File: config.mk
export PLATFORM = sky130hd
export DESIGN_NAME = nearest_neighbor_thumb_scaler
export DESIGN_NICKNAME = d
export VERILOG_FILES = /design/src/hw/rtl/nnts_pkg.sv /design/src/hw/rtl/nnts_cfg_regs.sv /design/src/hw/rtl/nearest_neighbor_thumb_scaler.sv
export SDC_FILE = /design/constraint.sdc
export NUM_CORES = 1
export LEC_CHECK = 0
export BUFFER_PORTS_ARGS = -buffer_cell sky130_fd_sc_hd__buf_4
export CORE_ASPECT_RATIO = 0.8
export CORE_MARGIN = 2
export CORE_UTILIZATION = 40
export DETAILED_ROUTE_END_ITERATION = 8
export SYNTH_ARGS = -nofsm -noshare
export SYNTH_HDL_FRONTEND = slang
export SYNTH_HIERARCHICAL = 1
export SYNTH_SLANG_ARGS = --single-unit
export TNS_END_PERCENT = 1
File: constraint.sdc
create_clock -name clk_i -period 7.53 [get_ports clk_i]
set_input_delay 0.3765 -clock clk_i [delete_from_list [all_inputs] [get_ports clk_i]]
set_output_delay 0.3765 -clock clk_i [all_outputs]
set_load 0.01 [all_outputs]
File: src/hw/rtl/nnts_pkg.sv
// ----------------------------------------------------------------------------
// nnts_pkg
// Types and constants shared by the nearest-neighbor thumbnail scaler.
// ----------------------------------------------------------------------------
`default_nettype none

package nnts_pkg;

  localparam int unsigned AddrW     = 5;
  localparam int unsigned DataW     = 32;
  localparam int unsigned SrcCfgW   = 13;
  localparam int unsigned ThumbCfgW = 9;
  localparam int unsigned ScaleW    = 29;
  localparam int unsigned FracW     = 16;
  localparam int unsigned PosW      = ScaleW - FracW;

  localparam logic [ScaleW-1:0]    OneQ16    = ScaleW'(32'h0001_0000);
  localparam logic [ScaleW-1:0]    AccMax    = {ScaleW{1'b1}};
  localparam logic [SrcCfgW-1:0]   SrcDimRst = SrcCfgW'(1);
  localparam logic [ThumbCfgW-1:0] ThDimRst  = ThumbCfgW'(1);

  typedef enum logic [2:0] {
    RegSrcWidth   = 3'd0,
    RegSrcHeight  = 3'd1,
    RegThumbWidth = 3'd2,
    RegThumbHeight = 3'd3,
    RegScale      = 3'd4
  } reg_idx_e;

  typedef struct packed {
    logic [SrcCfgW-1:0]   source_width;
    logic [SrcCfgW-1:0]   source_height;
    logic [ThumbCfgW-1:0] thumb_width;
    logic [ThumbCfgW-1:0] thumb_height;
    logic [ScaleW-1:0]    scale_q16;
  } cfg_t;

  typedef struct packed {
    logic [7:0] src_red;
    logic [7:0] src_green;
    logic [7:0] src_blue;
  } in_pixel_t;

  typedef struct packed {
    logic [15:0] pixel_rgb565;
    logic [7:0]  out_col;
    logic [7:0]  out_row;
    logic        frame_done;
  } out_pixel_t;

  // saturating accumulator step
  function automatic logic [ScaleW-1:0] acc_add(input logic [ScaleW-1:0] acc,
                                                input logic [ScaleW-1:0] step);
    logic [ScaleW:0] sum;
    sum = {1'b0, acc} + {1'b0, step};
    return sum[ScaleW] ? AccMax : sum[ScaleW-1:0];
  endfunction

  function automatic logic [15:0] to_rgb565(input in_pixel_t pix);
    return {pix.src_red[7:3], pix.src_green[7:2], pix.src_blue[7:3]};
  endfunction

endpackage

`default_nettype wire

File: src/hw/rtl/nnts_cfg_regs.sv
// ----------------------------------------------------------------------------
// nnts_cfg_regs
// APB register file holding image sizes and the Q13.16 scale step.
// ----------------------------------------------------------------------------
`default_nettype none

module nnts_cfg_regs (
  input  wire logic                        clk_i,
  input  wire logic                        rst_ni,
  input  wire logic                        psel,
  input  wire logic                        penable,
  input  wire logic                        pwrite,
  input  wire logic [nnts_pkg::AddrW-1:0]  paddr,
  input  wire logic [nnts_pkg::DataW-1:0]  pwdata,
  output logic      [nnts_pkg::DataW-1:0]  prdata,
  output logic                             pready,
  output nnts_pkg::cfg_t                   cfg_o
);

  nnts_pkg::cfg_t     cfg_q;
  nnts_pkg::reg_idx_e idx;
  logic               wr_en;

  assign idx    = nnts_pkg::reg_idx_e'(paddr[4:2]);
  assign wr_en  = psel && penable && pwrite;
  assign pready = 1'b1;
  assign cfg_o  = cfg_q;

  always_ff @(posedge clk_i or negedge rst_ni) begin
    if (!rst_ni) begin
      cfg_q.source_width  <= nnts_pkg::SrcDimRst;
      cfg_q.source_height <= nnts_pkg::SrcDimRst;
      cfg_q.thumb_width   <= nnts_pkg::ThDimRst;
      cfg_q.thumb_height  <= nnts_pkg::ThDimRst;
      cfg_q.scale_q16     <= nnts_pkg::OneQ16;
    end else if (wr_en) begin
      unique case (idx)
        nnts_pkg::RegSrcWidth:    cfg_q.source_width  <= pwdata[nnts_pkg::SrcCfgW-1:0];
        nnts_pkg::RegSrcHeight:   cfg_q.source_height <= pwdata[nnts_pkg::SrcCfgW-1:0];
        nnts_pkg::RegThumbWidth:  cfg_q.thumb_width   <= pwdata[nnts_pkg::ThumbCfgW-1:0];
        nnts_pkg::RegThumbHeight: cfg_q.thumb_height  <= pwdata[nnts_pkg::ThumbCfgW-1:0];
        nnts_pkg::RegScale:       cfg_q.scale_q16     <= pwdata[nnts_pkg::ScaleW-1:0];
        default: ;
      endcase
    end
  end

  always_comb begin
    prdata = '0;
    unique case (idx)
      nnts_pkg::RegSrcWidth:    prdata = nnts_pkg::DataW'(cfg_q.source_width);
      nnts_pkg::RegSrcHeight:   prdata = nnts_pkg::DataW'(cfg_q.source_height);
      nnts_pkg::RegThumbWidth:  prdata = nnts_pkg::DataW'(cfg_q.thumb_width);
      nnts_pkg::RegThumbHeight: prdata = nnts_pkg::DataW'(cfg_q.thumb_height);
      nnts_pkg::RegScale:       prdata = nnts_pkg::DataW'(cfg_q.scale_q16);
      default:                  prdata = '0;
    endcase
  end

endmodule

`default_nettype wire

File: src/hw/rtl/nearest_neighbor_thumb_scaler.sv
// ----------------------------------------------------------------------------
// nearest_neighbor_thumb_scaler
// Nearest-neighbor downscaler: raster RGB888 source pixels in, RGB565
// thumbnail pixels with coordinates and end-of-frame flag out.
// Path: input register, counter and accumulator update, result register.
// Throughput: one source request per cycle unless thumb_ready_i holds a
// full result register; set by that single counter and accumulator update.
// Reset: counters and accumulators clear, registers go to 1,1,1,1 and 1.0.
// ----------------------------------------------------------------------------
`default_nettype none

module nearest_neighbor_thumb_scaler #(
  parameter int unsigned MAX_SOURCE_DIM = 4096,
  parameter int unsigned MAX_THUMB_DIM  = 256
) (
  input  wire logic                        clk_i,
  input  wire logic                        rst_ni,
  input  wire logic                        psel,
  input  wire logic                        penable,
  input  wire logic                        pwrite,
  input  wire logic [nnts_pkg::AddrW-1:0]  paddr,
  input  wire logic [nnts_pkg::DataW-1:0]  pwdata,
  output logic      [nnts_pkg::DataW-1:0]  prdata,
  output logic                             pready,
  input  wire nnts_pkg::in_pixel_t         src_i,
  input  wire logic                        src_valid_i,
  output logic                             src_ready_o,
  output nnts_pkg::out_pixel_t             thumb_o,
  output logic                             thumb_valid_o,
  input  wire logic                        thumb_ready_i
);

  localparam int unsigned SrcIdxW = $clog2(MAX_SOURCE_DIM);
  localparam int unsigned SrcDimW = (SrcIdxW + 1 > nnts_pkg::SrcCfgW) ?
                                    SrcIdxW + 1 : nnts_pkg::SrcCfgW;
  localparam int unsigned ThCntW  = $clog2(MAX_THUMB_DIM) + 1;
  localparam int unsigned ThDimW  = (ThCntW > nnts_pkg::ThumbCfgW) ?
                                    ThCntW : nnts_pkg::ThumbCfgW;
  localparam int unsigned CmpW    = (SrcIdxW > nnts_pkg::PosW) ?
                                    SrcIdxW : nnts_pkg::PosW;
  localparam int unsigned ScW     = nnts_pkg::ScaleW;

  nnts_pkg::cfg_t cfg;

  nnts_cfg_regs u_cfg_regs (
    .clk_i   (clk_i),
    .rst_ni  (rst_ni),
    .psel    (psel),
    .penable (penable),
    .pwrite  (pwrite),
    .paddr   (paddr),
    .pwdata  (pwdata),
    .prdata  (prdata),
    .pready  (pready),
    .cfg_o   (cfg)
  );

  // effective sizes
  logic [SrcDimW-1:0] w_dim, h_dim;
  logic [ThDimW-1:0]  tw_dim, th_dim;
  logic [SrcIdxW-1:0] w_last, h_last;
  logic [ThCntW-1:0]  tw_lim, th_lim;
  logic [ScW-1:0]     step;

  always_comb begin
    w_dim = SrcDimW'(cfg.source_width);
    if (cfg.source_width == '0) begin
      w_dim = SrcDimW'(1);
    end else if (w_dim > SrcDimW'(MAX_SOURCE_DIM)) begin
      w_dim = SrcDimW'(MAX_SOURCE_DIM);
    end
    h_dim = SrcDimW'(cfg.source_height);
    if (cfg.source_height == '0) begin
      h_dim = SrcDimW'(1);
    end else if (h_dim > SrcDimW'(MAX_SOURCE_DIM)) begin
      h_dim = SrcDimW'(MAX_SOURCE_DIM);
    end
    tw_dim = ThDimW'(cfg.thumb_width);
    if (cfg.thumb_width == '0) begin
      tw_dim = ThDimW'(1);
    end else if (tw_dim > ThDimW'(MAX_THUMB_DIM)) begin
      tw_dim = ThDimW'(MAX_THUMB_DIM);
    end
    th_dim = ThDimW'(cfg.thumb_height);
    if (cfg.thumb_height == '0) begin
      th_dim = ThDimW'(1);
    end else if (th_dim > ThDimW'(MAX_THUMB_DIM)) begin
      th_dim = ThDimW'(MAX_THUMB_DIM);
    end
  end

  assign w_last = SrcIdxW'(w_dim - SrcDimW'(1));
  assign h_last = SrcIdxW'(h_dim - SrcDimW'(1));
  assign tw_lim = ThCntW'(tw_dim);
  assign th_lim = ThCntW'(th_dim);
  assign step   = (cfg.scale_q16 < nnts_pkg::OneQ16) ? nnts_pkg::OneQ16 : cfg.scale_q16;

  // input register and handshake
  logic                 s1_valid_q;
  nnts_pkg::in_pixel_t  s1_pix_q;
  logic                 out_valid_q;
  nnts_pkg::out_pixel_t out_q;
  logic                 out_free, s1_go, src_acc;

  assign out_free    = !out_valid_q || thumb_ready_i;
  assign s1_go       = s1_valid_q && out_free;
  assign src_ready_o = !s1_valid_q || s1_go;
  assign src_acc     = src_valid_i && src_ready_o;

  always_ff @(posedge clk_i or negedge rst_ni) begin
    if (!rst_ni) begin
      s1_valid_q <= 1'b0;
    end else if (src_acc) begin
      s1_valid_q <= 1'b1;
    end else if (s1_go) begin
      s1_valid_q <= 1'b0;
    end
  end

  always_ff @(posedge clk_i) begin
    if (src_acc) begin
      s1_pix_q <= src_i;
    end
  end

  // position state
  logic [SrcIdxW-1:0] src_col_q, src_row_q;
  logic [ThCntW-1:0]  th_col_q, th_row_q;
  logic [ScW-1:0]     col_acc_q, row_acc_q;

  logic [CmpW-1:0]   col_pos, row_pos, col_samp, row_samp;
  logic              row_end, last_src_row, frame_end;
  logic              row_active, hit, row_last, th_last_row;
  logic [ThCntW-1:0] next_col, next_row;

  always_comb begin
    col_pos  = CmpW'(col_acc_q[ScW-1:nnts_pkg::FracW]);
    row_pos  = CmpW'(row_acc_q[ScW-1:nnts_pkg::FracW]);
    col_samp = (col_pos > CmpW'(w_last)) ? CmpW'(w_last) : col_pos;
    row_samp = (row_pos > CmpW'(h_last)) ? CmpW'(h_last) : row_pos;
  end

  assign row_end      = src_col_q >= w_last;
  assign last_src_row = src_row_q >= h_last;
  assign frame_end    = row_end && last_src_row;
  assign row_active   = (th_row_q < th_lim) && (CmpW'(src_row_q) == row_samp);
  assign hit          = row_active && (th_col_q < tw_lim) && (CmpW'(src_col_q) == col_samp);
  assign next_col     = ThCntW'(th_col_q + ThCntW'(1));
  assign next_row     = ThCntW'(th_row_q + ThCntW'(1));
  assign row_last     = (next_col >= tw_lim) || row_end;
  assign th_last_row  = (next_row >= th_lim) || last_src_row;

  always_ff @(posedge clk_i or negedge rst_ni) begin
    if (!rst_ni) begin
      src_col_q <= '0;
      src_row_q <= '0;
      th_col_q  <= '0;
      th_row_q  <= '0;
      col_acc_q <= '0;
      row_acc_q <= '0;
    end else if (s1_go) begin
      if (frame_end) begin
        src_col_q <= '0;
        src_row_q <= '0;
        th_col_q  <= '0;
        th_row_q  <= '0;
        col_acc_q <= '0;
        row_acc_q <= '0;
      end else if (row_end) begin
        src_col_q <= '0;
        src_row_q <= SrcIdxW'(src_row_q + SrcIdxW'(1));
        th_col_q  <= '0;
        col_acc_q <= '0;
        if (row_active) begin
          th_row_q  <= next_row;
          row_acc_q <= nnts_pkg::acc_add(row_acc_q, step);
        end
      end else begin
        src_col_q <= SrcIdxW'(src_col_q + SrcIdxW'(1));
        if (hit) begin
          th_col_q  <= next_col;
          col_acc_q <= nnts_pkg::acc_add(col_acc_q, step);
        end
      end
    end
  end

  // result register
  always_ff @(posedge clk_i or negedge rst_ni) begin
    if (!rst_ni) begin
      out_valid_q <= 1'b0;
    end else if (s1_go && hit) begin
      out_valid_q <= 1'b1;
    end else if (thumb_ready_i) begin
      out_valid_q <= 1'b0;
    end
  end

  always_ff @(posedge clk_i) begin
    if (s1_go && hit) begin
      out_q.pixel_rgb565 <= nnts_pkg::to_rgb565(s1_pix_q);
      out_q.out_col      <= th_col_q[7:0];
      out_q.out_row      <= th_row_q[7:0];
      out_q.frame_done   <= row_last && th_last_row;
    end
  end

  assign thumb_valid_o = out_valid_q;
  assign thumb_o       = out_q;

endmodule

`default_nettype wire
# Yosys cells after proc, flatten, opt, wreduce, memory -nomap -nowiden
# Cells that the tools add are included.
# word_totals
ff_bits	232
input_bits	68
out_inout_bits	68
wordCells	115
# classes
n_addsub	8
n_lt_le_gt_ge	13
eq_ne	6
mux	34
reduce_logical	34
# ops
cell	n
$mux 29	9
$pmux 29 s5	1
$mux 12	8
$mux 9	10
$add 29x29->30	2
$lt 29x17->1 const B	1
$eq 12x13->1	2
$gt 13x12->1	2
$gt 13x13->1 const B	2
$logic_not 13->1	2
$mux 13	2
$add 12x1->12 const B	2
$ge 12x12->1	2
$sub 12x1->12 const B	2
$add 9x1->9 const B	2
$ge 9x9->1	2
$gt 9x9->1 const B	2
$logic_not 9->1	2
$lt 9x9->1	2
$reduce_and 2->1	7
$logic_and 1x1->1	10
$reduce_bool 2->1	4
$eq 3x2->1 const B	2
$logic_or 1x1->1	4
7 further kinds	11

# Depth between registers and ports, before layout
# Gate-level depths: netlist of the first run.
# depth
depth_word	13
depth_mapped	25
depth_no_buf	19

# Hierarchy
# Netlist of the first run, hierarchy kept.
# modules_own_cells
module	n_inst	cells_per_inst	area_per_inst_um2	seq_area_each_um2
nearest_neighbor_thumb_scaler	1	1430	12842.3	4023.9
nnts_cfg_regs	1	247	3432.0	1833.0

# Least setup slack after synthesis of the first run
# No wires, ideal clock.
# synth_timing
path_type	register -> register
startpoint	register u_cfg_regs.cfg_q (netlist bit u_cfg_regs/cfg_o[55])
endpoint	register out_q (netlist bit thumb_o[0]), enable pin
setup_time_ns	0.393
arrival_ns	5.644
required_ns	7.137
path_slack_ns	1.493
path_stages_with_launch	22
path_buffers	5
synth_period_minus_slack_ns	6.037
cell_sequence	dfrtp_1 > clkbuf_1 > or4_1 > o31a_1 > nor2_1 > inv_1 > ha_1 > clkbuf_1 > clkbuf_1 > a221o_1 > o211ai_1 > ha_1 > nand2b_1 > a2111oi_0 > a32oi_1 > or4b_1 > o221a_2 > buf_6 > mux2i_1 > nor2_1 > clkbuf_1 > and3_1
# synth_between
elab_chain_cells	11
elab_cells_between_ends	12
classes_between	1 x add/sub; 2 x order compare; 1 x eq/ne; 3 x mux; 5 x reduce/logical
# synth_lines
item	line_no	text
start, declared	nnts_cfg_regs.sv:20	nnts_pkg::cfg_t cfg_q;
$gt 13x13->1	nearest_neighbor_thumb_scaler.sv:75	end else if (h_dim > SrcDimW'(MAX_SOURCE_DIM)) begin
$mux 12	nearest_neighbor_thumb_scaler.sv:75	
$mux 12 (*)	nearest_neighbor_thumb_scaler.sv:73	if (cfg.source_height == '0) begin
$sub 12x1->12 (*)	nearest_neighbor_thumb_scaler.sv:93	assign h_last = SrcIdxW'(h_dim - SrcDimW'(1));
$gt 13x12->1	nearest_neighbor_thumb_scaler.sv:140	row_samp = (row_pos > CmpW'(h_last)) ? CmpW'(h_last) : row_pos;
$mux 13 (*)	nearest_neighbor_thumb_scaler.sv:140	
$eq 12x13->1 (*)	nearest_neighbor_thumb_scaler.sv:146	assign row_active = (th_row_q < th_lim) && (CmpW'(src_row_q) == row_samp);
$logic_and 1x1->1 (*)	nearest_neighbor_thumb_scaler.sv:146	
$logic_and 1x1->1 (*) (2 in a row)	nearest_neighbor_thumb_scaler.sv:147	assign hit = row_active && (th_col_q < tw_lim) && (CmpW'(src_col_q) == col_samp);
$logic_and 1x1->1 (*)	nearest_neighbor_thumb_scaler.sv:200	if (s1_go && hit) begin
end, declared	nearest_neighbor_thumb_scaler.sv:102	nnts_pkg::out_pixel_t out_q;
# Every way passes the cells marked *; elsewhere a longest branch is shown, timed or not.
# A chain may end at the register's enable or synchronous reset.

# Worst setup path after layout of the first run
# layout_timing
startpoint	register u_cfg_regs.cfg_q (netlist bit u_cfg_regs/cfg_o[65])
endpoint	register out_q (netlist bit thumb_o[18]), enable pin
# layout_between
elab_chain_cells	9
elab_cells_between_ends	10
classes_between	1 x add/sub; 2 x order compare; 1 x eq/ne; 3 x mux; 3 x reduce/logical
# layout_lines
item	line_no	text
$gt 13x13->1	nearest_neighbor_thumb_scaler.sv:69	end else if (w_dim > SrcDimW'(MAX_SOURCE_DIM)) begin
$mux 12	nearest_neighbor_thumb_scaler.sv:69	
$mux 12 (*)	nearest_neighbor_thumb_scaler.sv:67	if (cfg.source_width == '0) begin
$sub 12x1->12 (*)	nearest_neighbor_thumb_scaler.sv:92	assign w_last = SrcIdxW'(w_dim - SrcDimW'(1));
$gt 13x12->1	nearest_neighbor_thumb_scaler.sv:139	col_samp = (col_pos > CmpW'(w_last)) ? CmpW'(w_last) : col_pos;
$mux 13 (*)	nearest_neighbor_thumb_scaler.sv:139	
$eq 12x13->1 (*)	nearest_neighbor_thumb_scaler.sv:147	
$logic_and 1x1->1 (*)	nearest_neighbor_thumb_scaler.sv:147	
$logic_and 1x1->1 (*)	nearest_neighbor_thumb_scaler.sv:200	
# Marks and branches as above.

==> impl_results.md, run 1 <==
- M2 GR Usage: 34.3%
- Clock skew: 0.0175 ns
- Fmax: 154 MHz
- Total CTS buffers: 26
- Worst Path Max Fanout: 33
- Count leader, synth: dfrtp_1
- Final setup vio count: 0
- Ys Warns: 6
- Worst min path class: primary input to flop
- Fill count: 3817
- Post-synth EDFFs: 49
- Crit path launch: u_cfg_regs/cfg_o[65]
- Pwr Total: 4.45 mW
- Worst R2R End: thumb_o[18]
- Number of H-tree levels: 1
- Worst setup EP type: flop
- Die area: 0.0423 mm2
- R2R Setup Slk: 1.05 ns
- N_diodes: 0
- Clock network fraction of design power: 30.4%
- Maximum clock insertion buffer count: 3
- PD cells: 239 mW/mm2
- Inst Count DP: 2274
- Initial Utilization: 40.3%
- Worst slew margin: 41.4%
- M3 GR Usage: 3.47%
- Post-Syn Area: 0.0163 mm2
- Crit-path cells: nor3_1 -> buf_4 -> nand2_1 -> nor2_1 -> o21ai_0 -> ha_1 -> nand2_1 -> mux2i_1 -> a21o_1 -> ha_1 -> a21o_1 -> a211oi_1 -> nand2_1 -> o21a_1 -> o21ai_0 -> o22ai_1 -> nor4bb_1 -> nor3b_1 -> and3_2
- Hold Slack: 0.0260 ns
- Seq pwr share: 36.8%
- Post-DP HPWL: 33.6 mm
- Top delay family on crit path: simple AND/OR/NAND/NOR gates
- Sw Share: 36.3%
- Critical Path Stages: 19
- Antenna-violating nets left: 0
- Non-Filler Instances: 2335
- Port buffer count: 118
- Post-Route Setup TNS: 0 ns
- Post-CTS Hold Buffers: 13
- TritonCTS sink count: 224
- Postcts setup bufs: 0
- Drt total wl: 45.3 mm
- Core ar.: 0.0404 mm2
- Gate power share: 32.8%
- Synth cell count leaders: dfrtp_1, nor2_1, ha_1
- DR iter-0 viols: 1067
- Crit path to: thumb_o[18]
- Top post-synthesis cells by area: dfrtp_1, ha_1, edfxtp_1
- Final hold vios: 0
- Max Slew Vio Count: 0
- Layout cell share with drive strength beyond 1: 17.7%
- Crit-path slowest cell: and3_2
- Max VDD drop: 0.174 mV
- Die height: 184 um
- Critical path class: flop to flop
- DRT Pass-1 Iters: 5
- Final net count: 1983
- Least-Margin Pin Slew: 0.867 ns
- Drt wl/cell: 19.4 um
- Total vias in the final route: 13400
- Max-cap viol count: 0
- RSZ-0062 raised after global routing: false
- Clock root buffer: clkbuf_16
- Leakage: 8.24 nW
- Cells after Synth: 1677
- Avg Cell Area, Syn: 9.70 um2
- First-pass GRT wire length: 72.8 mm
- Site Rows: 66
- CP Buf/Inv Count: 1
- Worst-Skew Late Latency: 0.55 ns
- Post-route DRC: 0
- Critical path's largest stage delay: 0.79 ns
- Most used cell, CP: nand2_1
- Post-synth cell types: 92
- Min Tclk post-route: 6.48 ns
- Sequential share of the synthesized area: 36.0%
- Fin crit share: 86.0%
- Synth area leader: dfrtp_1
- CTS tree: built
- Die W: 230 um
- Routability-driven placement congestion ratio: 0.895
- Internal Pwr Total: 2.83 mW
- Status: finished clean
- Synth Register Bits: 224
- Startpoint types: flop
- Synthesis-to-finish area growth: 14.4%
- Synth Flop Type: dfrtp_1
- Total gr overflow: 0
- Req. time, crit path: 7.70 ns
- Post-CTS resize count: 0
- GRT Max-Usage Layer: met2
- IO Pins: 136
- GR Layer Usage met1: 30.8%
- Net Sw Power: 1.62 mW
- R2R Path Start: u_cfg_regs/cfg_o[65]
- Post-synth top area share: 26.1%
- Largest net degree at the start of global routing: 66
- Vias in the first global route: 12900
- Post-synth ARST share: 78.1%
- Drt via density: 5.73
- Initial antenna violation count: 0
- All-layer global routing usage: 21.5%
- Data arrival, critical path: 6.64 ns
- R2R cell count: 19
- Clock transition at the registers of the reported paths: 0.06 ns
-- state kept, by name, summed over array words and instances (netlist names) --
signal	flops
row_acc_q	29
s1_valid_q	1
th_row_q	9
col_acc_q	29
u_cfg_regs/cfg_o	73
s1_pix_q	16
thumb_o	33
th_col_q	9
src_col_q	12
thumb_valid_o	1
src_row_q	12
-- power by group through the flow --
| stage | Clock (mW) | Sequential (mW) | Combinational, mW |
|---|---|---|---|
| floorplan | 0 | 1.51 | 1.12 |
| global placement | 0 | 1.65 | 1.40 |
| detailed placement | 0 | 1.65 | 1.43 |
| CTS | 1.39 | 1.63 | 1.45 |
| global route | 1.43 | 1.66 | 1.65 |
| finish | 1.35 | 1.64 | 1.46 |
-- area by class of cell --
cell class	instances	area, um2	area share [%]
clock buffer	32	724	3.89
timing repair buffer	150	1160	6.24
inverter	47	176	0.948
clock inverter	16	185	0.995
sequential	224	5860	31.5
tap	544	681	3.66
multi-input combinational	1322	9830	52.8
-- routing by layer --
| metal | part of all wire, % | wire length [um] |
|---|---|---|
| met2 | 44 | 20100 |
| met1 | 48 | 21600 |
| met5 | 0 | 0 |
| met3 | 5.8 | 2610 |
| met4 | 2.1 | 973 |
-- layout by cell type (no fill, tap or decap), drive strengths merged, types with 45 or more instances in the layout --
cell type,netlist,final
buf,30,137
o21ai,76,76
ha,142,142
dfrtp,170,170
edfxtp,49,49
inv,45,45
mux2,86,86
nand2,103,103
nor2,147,147
xnor2,59,59
o2bb2ai,61,61
a21oi,83,83
-- worst reg2reg max path, cell delays in order (launching register included) --
cell	delay, ns
dfrtp_1	0.61
nor3_1	0.12
buf_4	0.19
nand2_1	0.10
nor2_1	0.04
o21ai_0	0.48
ha_1	0.56
nand2_1	0.10
mux2i_1	0.13
a21o_1	0.25
ha_1	0.28
a21o_1	0.16
a211oi_1	0.34
nand2_1	0.18
o21a_1	0.32
o21ai_0	0.20
o22ai_1	0.12
nor4bb_1	0.68
nor3b_1	0.43
and3_2	0.79
-- cell families (layout without fill, tap and decap cells) --
| family | Yosys count | in the layout | share of synthesized area [%] |
|---|---|---|---|
| compound gates | 450 | 450 | 20.0 |
| fa+ha+maj | 145 | 145 | 11.2 |
| mux | 109 | 109 | 7.60 |
| flops | 224 | 224 | 36.0 |
| other cells | 2 | 4 | 0.0461 |
| xor+xnor | 90 | 90 | 4.84 |
| buf+inv | 133 | 245 | 3.78 |
| simple gates | 524 | 524 | 16.5 |
-- worst min-delay path by stage --
| stage | startpoint | to | cells after the start |
|---|---|---|---|
| after floorplan | rst_ni | col_acc_q[0] | 0 |
| final | src_i[10] | s1_pix_q[10] | 1 |
| after detailed placement | s1_pix_q[7] | thumb_o[21] | 0 |
| after CTS | src_i[10] | s1_pix_q[10] | 1 |
| after global placement | s1_pix_q[11] | thumb_o[23] | 0 |
| after global routing | src_i[10] | s1_pix_q[10] | 1 |
-- stage by stage --
step | util [%] | setup WS [ns] | cell area, um2
2_1_floorplan | - | 1.49 | 16300
3_3_place_gp | 43.5 | 1.29 | 17600
3_5_place_dp | 43.5 | 1.12 | 17600
4_1_cts | 46.1 | 1.09 | 18600
5_1_grt | 46.1 | 0.590 | 18600
6_report | 46.1 | 1.05 | 18600
No activity file was read; power rests on OpenSTA's default activity.
==> run 2: changes to the inputs <==
--- a/config.mk
+++ b/config.mk
@@ -5,6 +5,7 @@
 export SDC_FILE = /design/constraint.sdc
 export NUM_CORES = 1
 export LEC_CHECK = 0
+export ABC_AREA = 1
 export BUFFER_PORTS_ARGS = -buffer_cell sky130_fd_sc_hd__buf_4
 export CORE_ASPECT_RATIO = 0.8
 export CORE_MARGIN = 2
==> constraint.sdc (replaced) <==
create_clock -name clk_i -period 8.1 [get_ports clk_i]
set_input_delay 0.405 -clock clk_i [delete_from_list [all_inputs] [get_ports clk_i]]
set_output_delay 0.405 -clock clk_i [all_outputs]
set_load 0.01 [all_outputs]
==> impl_results.md, run 2 <==
- Worst slew margin: 27.3%
- Worst min path class: primary input to flop
- Compound-gate portion of the synthesized area: 11.6%
- TritonCTS sink count: 224
- Max reg flops: 73
- Critical path class: flop to flop
- Req. time, crit path: 8.26 ns
- Hold Path End: s1_pix_q[10]
- Drt wl/cell: 16.8 um
- Crit path launch: u_cfg_regs/cfg_o[71]
- Post-synth ARST share: 78.1%
- DRT Pass-1 Iters: 6
- Max Slew Vio Count: 0
- Hold path cells: 1
- Post-Syn Area: 0.0163 mm2
- Postcts setup bufs: 0
- Post-synth top area share: 26.0%
- Initial antenna violation count: 0
- Final net count: 2521
- Maximum clock insertion buffer count: 3
- Post-CTS Hold Buffers: 4
- Most common cell after layout, fill and taps aside: nand2_1
- Clock root buffer: clkbuf_16
- Mux cell area share after synthesis: 0%
- Min Tclk post-route: 6.21 ns
- Die W: 230 um
- Post-synth cell types: 53
- Drt total wl: 48.2 mm
- Post-synth EDFFs: 49
- Ys Warns: 6
- Vias in the first global route: 14200
- Site Rows: 66
- Data arrival, critical path: 6.38 ns
- Cell Area, Placed: 0.0176 mm2
- Post-route DRC: 0
- Worst setup EP type: flop
- Status: finished clean
- Cells after Synth: 2230
- Die height: 185 um
- Antenna-violating nets left: 0
- Final hold vios: 0
- N_diodes: 0
- Post-Route Setup TNS: 0 ns
- Count leader, synth: nand2_1
- Post-DP HPWL: 35.9 mm
- First-pass GRT wire length: 77.7 mm
- Total CTS buffers: 26
- Pwr Total: 6.74 mW
- Worst-Skew Late Latency: 0.57 ns
- Most frequent cells in the layout: nand2_1, inv_1, nand3_1, nor2_1, dfrtp_1
- R2R Path Start: u_cfg_regs/cfg_o[71]
- Core ar.: 0.0405 mm2
- Total vias in the final route: 15000
- Setup ws final: 1.89 ns
- Worst R2R End: thumb_o[19]
- PD cells: 364 mW/mm2
- Port buffer count: 118
- Leakage: 9.57 nW
- All-layer global routing usage: 22.9%
- Least-Margin Pin Slew: 1.09 ns
- Largest family of logic cells by synthesized area: simple AND/OR/NAND/NOR gates
- RSZ-0062 raised after global routing: false
- Number of H-tree levels: 1
- Synthesis-to-finish area growth: 13.3%
- Min-delay src: src_i[10]
- Initial Utilization: 40.4%
- Startpoint types: flop
- Synth Flop Type: dfrtp_1
- DR iter-0 viols: 1034
- IO Pins: 136
- Layout cell share with drive strength beyond 1: 9.02%
- Clock skew: 0.0328 ns
- Post-CTS resize count: 0
- R2R cell count: 24
- Fill count: 4127
- Post-synthesis xor/xnor area fraction: 3.91%
- Drt via density: 5.21
- Synth Register Bits: 224
- Sequential share of the synthesized area: 35.8%
- Clock transition at the registers of the reported paths: 0.06 ns
- Routability-driven placement congestion ratio: 0.955
- Seq. cell area: 0.00586 mm2
- Die area: 0.0425 mm2
- R2R Setup Slk: 1.89 ns
- Synth area leader: dfrtp_1
- Post-Synth Simple-Gate Area: 29.5%
- Multi-input logic area: 0.00920 mm2
- Worst Path Max Fanout: 33
- CTS tree: built
- Largest net degree at the start of global routing: 68
- Post-Synth Adder-Cell Area: 11.1%
- Avg Cell Area, Syn: 7.33 um2
- Total gr overflow: 0
- Synth cell count leaders: nand2_1, inv_1, nand3_1
- Max-cap viol count: 0
- Pre-CTS WS: 1.96 ns
- Max VDD drop: 0.204 mV
- Final instance area: 0.0185 mm2
- Top post-synthesis cells by area: dfrtp_1, nand2_1, ha_1
- Fin crit share: 76.7%
- Final setup vio count: 0
- Fmax: 161 MHz
[run 2: cell families after synthesis]
family                   after synthesis
AO/OA/AOI/OAI                        345
AND/OR/NAND/NOR                     1130
buffers and inverters                312
XOR/XNOR                              73
flip-flops                           224
adder cells (fa/ha/maj)              144
other                                  2
[run 2: worst max-delay path by stage]
stage / endpoint / slack [ns] / cells after the start
floorplan: thumb_o[0] / 2.53 / 27
global placement: thumb_o[2] / 2.15 / 30
global route: col_acc_q[4] / 1.24 / 29
CTS: thumb_o[19] / 1.92 / 24
finish: thumb_o[19] / 1.89 / 24
detailed placement: thumb_o[2] / 1.96 / 24
[run 2: metal layers]
layer	routed length (um)	part of all wire [%]	global-route usage, %
met3	3750	7.8	5.51
met5	0	0	0
met1	23500	49	33.1
met4	1170	2.4	6.01
met2	19800	41	34.1
[run 2: cell type report]
type / instances / share of cell area, %
clock inverter: 18 / 1.26
clock buffer: 30 / 3.60
timing repair buffer: 135 / 5.55
sequential: 224 / 31.6
tap: 544 / 3.68
inverter: 226 / 4.58
multi-input combinational: 1696 / 49.7
[run 2: through the flow]
stage               util, %  hold WS (ns)  std cells
finish                 45.7        0.0311       2873
detailed placement     43.4         0.365       2821
global route           45.7       0.00219       2873
CTS                    45.7      0.000870       2873
floorplan                 -         0.109       2232
global placement       43.4         0.364       2821
[run 2: power by group]
group          leakage, nW  internal, mW  switching [mW]  total (mW)
sequential            2.70          1.43           0.348        1.78
clock                0.434         0.751           0.509        1.26
combinational         6.43          1.36            2.35        3.71
[run 2: worst max-delay path, stage by stage (launching register included)]
cell	delay, ns
dfrtp_1	0.39
inv_1	0.20
nand4_1	0.11
nor4_1	0.20
nand2_1	0.11
nand2_1	0.24
nand2_1	0.31
ha_1	0.33
xnor2_1	0.44
ha_1	0.34
nand2_1	0.10
nor2_1	0.05
a211oi_1	0.18
o21ai_0	0.12
nand3_1	0.08
o2111ai_1	0.10
nand2_1	0.26
inv_1	0.32
or2_2	0.36
nand2_1	0.08
xor2_1	0.18
nand2_1	0.08
nor3_1	0.14
nand4_1	0.21
nor2_4	0.84
==> run 3: changes to the inputs <==
==> constraint.sdc (replaced) <==
create_clock -name clk_i -period 6.1 [get_ports clk_i]
set_input_delay 0.305 -clock clk_i [delete_from_list [all_inputs] [get_ports clk_i]]
set_output_delay 0.305 -clock clk_i [all_outputs]
set_load 0.01 [all_outputs]
==> impl_results.md, run 3 (synthesis gave the netlist of run 2 again) <==
- Multi-input logic area: 0.00920 mm2
- Antenna-violating nets left: 0
- Worst Path Max Fanout: 38
- Worst slew margin: 20.7%
- IO Pins: 136
- Hold path cells: 3
- R2R Setup Slk: 0.54 ns
- Total CTS buffers: 27
- Vias in the first global route: 14200
- Final setup vio count: 0
- Post-DP HPWL: 36.2 mm
- Seq. cell area: 0.00586 mm2
- All-layer global routing usage: 23.0%
- Layout cell share with drive strength beyond 1: 9.36%
- Clock root buffer: clkbuf_16
- Hold Path End: u_cfg_regs/cfg_o[37]
- Fmax: 180 MHz
- Post-layout util: 46.8%
- Final net count: 2563
- Min Tclk post-route: 5.56 ns
- Site Rows: 66
- Worst-Skew Late Latency: 0.56 ns
- Routability-driven placement congestion ratio: 0.921
- Min-delay src: pwdata[8]
- Post-route DRC: 0
- Clock skew: 0.0125 ns
- CTS tree: built
- Fin crit share: 91.1%
- Die W: 230 um
- Critical path class: flop to flop
- Most frequent cells in the layout: nand2_1, inv_1, nand3_1, nor2_1, dfrtp_1
- RSZ-0062 raised after global routing: false
- PD cells: 474 mW/mm2
- Die area: 0.0425 mm2
- Die height: 185 um
- Total vias in the final route: 15300
- Req. time, crit path: 6.54 ns
- Synthesis-to-finish area growth: 15.8%
- Status: finished clean
- Total gr overflow: 0
- Startpoint types: flop
- Clock transition at the registers of the reported paths: 0.06 ns
- N_diodes: 0
- DRT Pass-1 Iters: 5
- R2R Path Start: u_cfg_regs/cfg_o[62]
- Fill count: 4054
- DR iter-0 viols: 1416
- Max VDD drop: 0.258 mV
- Final hold vios: 0
- Data arrival, critical path: 6.00 ns
- TritonCTS sink count: 224
- Leakage: 9.74 nW
- Worst min path class: primary input to flop
- Max-cap viol count: 0
- Initial antenna violation count: 0
- Worst setup EP type: flop
- Most common cell after layout, fill and taps aside: nand2_1
- Drt total wl: 48.8 mm
- Worst R2R End: th_col_q[0]
- Maximum clock insertion buffer count: 3
- Max Slew Vio Count: 0
- Max reg flops: 73
- Largest net degree at the start of global routing: 76
- Core ar.: 0.0405 mm2
- Initial Utilization: 40.4%
- Drt wl/cell: 16.7 um
- First-pass GRT wire length: 77.8 mm
- Number of H-tree levels: 1
- Post-Route Setup TNS: 0 ns
- Least-Margin Pin Slew: 1.19 ns
- Drt via density: 5.26
- R2R cell count: 24
- Port buffer count: 118
## run 3: final cells by class
class,instances,share of cell area [%]
clock buffers,29,3.61
clock inverters,21,1.04
inverters,226,4.50
multi-input cells,1696,48.6
flip-flops and latches,224,31.0
well taps,544,3.60
repair buffers,175,7.64
repair inverters,1,0.0397
## run 3: power by group
group | internal [mW] | switching [mW] | leakage (nW) | total (mW)
combinational | 1.84 | 3.15 | 6.60 | 4.99
sequential | 1.90 | 0.470 | 2.70 | 2.37
clock | 0.940 | 0.678 | 0.435 | 1.62
total | 4.68 | 4.30 | 9.74 | 8.98
## run 3: through the flow
stage                     std cells  hold WS [ns]  power (mW)  instance area [um2]  worst slack, ns
after floorplan                2232       0.00941        6.03                16400            0.525
after global placement         2825         0.399        7.15                17600            0.651
after detailed placement       2825         0.398        7.26                17600            0.597
after CTS                      2915        0.0158        8.94                18900            0.561
after global routing           2916        0.0197        9.85                18900           0.0189
final                          2916        0.0338        8.98                18900            0.542
## run 3: critical path: stages, from the launching register on
cell	delay (ns)
dfrtp_1	0.47
nor4_1	0.35
nand2_1	0.12
nand2_1	0.25
nand2_1	0.30
ha_1	0.32
xnor2_1	0.44
ha_1	0.34
nand2_1	0.10
nor2_1	0.05
a211oi_1	0.16
o21ai_0	0.13
nand3_1	0.09
o2111ai_1	0.13
nand2_2	0.25
clkinvlp_4	0.28
or2_2	0.33
nand2_1	0.08
xor2_1	0.19
nand3_1	0.10
nor3_1	0.24
nand3_1	0.19
buf_4	0.32
nand3_1	0.13
nand2_1	0.07
## run 3: routing by layer
layer  global-route usage, %  up-vias  wire (um)
met5                       0        -          0
met4                    4.31        0        877
met3                    3.62       59       3680
met2                    34.9      500      20600
met1                    34.6     7180      23600
li1                        -     7605          -
## run 3: worst max-delay path by stage
stage	from	to	slack [ns]	depth (start not counted)
floorplan	u_cfg_regs/cfg_o[69]	thumb_o[0]	0.53	27
global placement	u_cfg_regs/cfg_o[52]	th_row_q[0]	0.65	33
detailed placement	u_cfg_regs/cfg_o[52]	th_row_q[0]	0.60	33
CTS	u_cfg_regs/cfg_o[52]	th_row_q[0]	0.56	33
global route	u_cfg_regs/cfg_o[49]	th_row_q[8]	0.02	35
finish	u_cfg_regs/cfg_o[62]	th_col_q[0]	0.54	24
## run 3: what timing repair did
action,CTS,global route
hold buffers,40,0
endpoints found under the hold margin,120,0
setup endpoints to repair,0,74
setup buffers,0,0
gates resized for setup,0,5
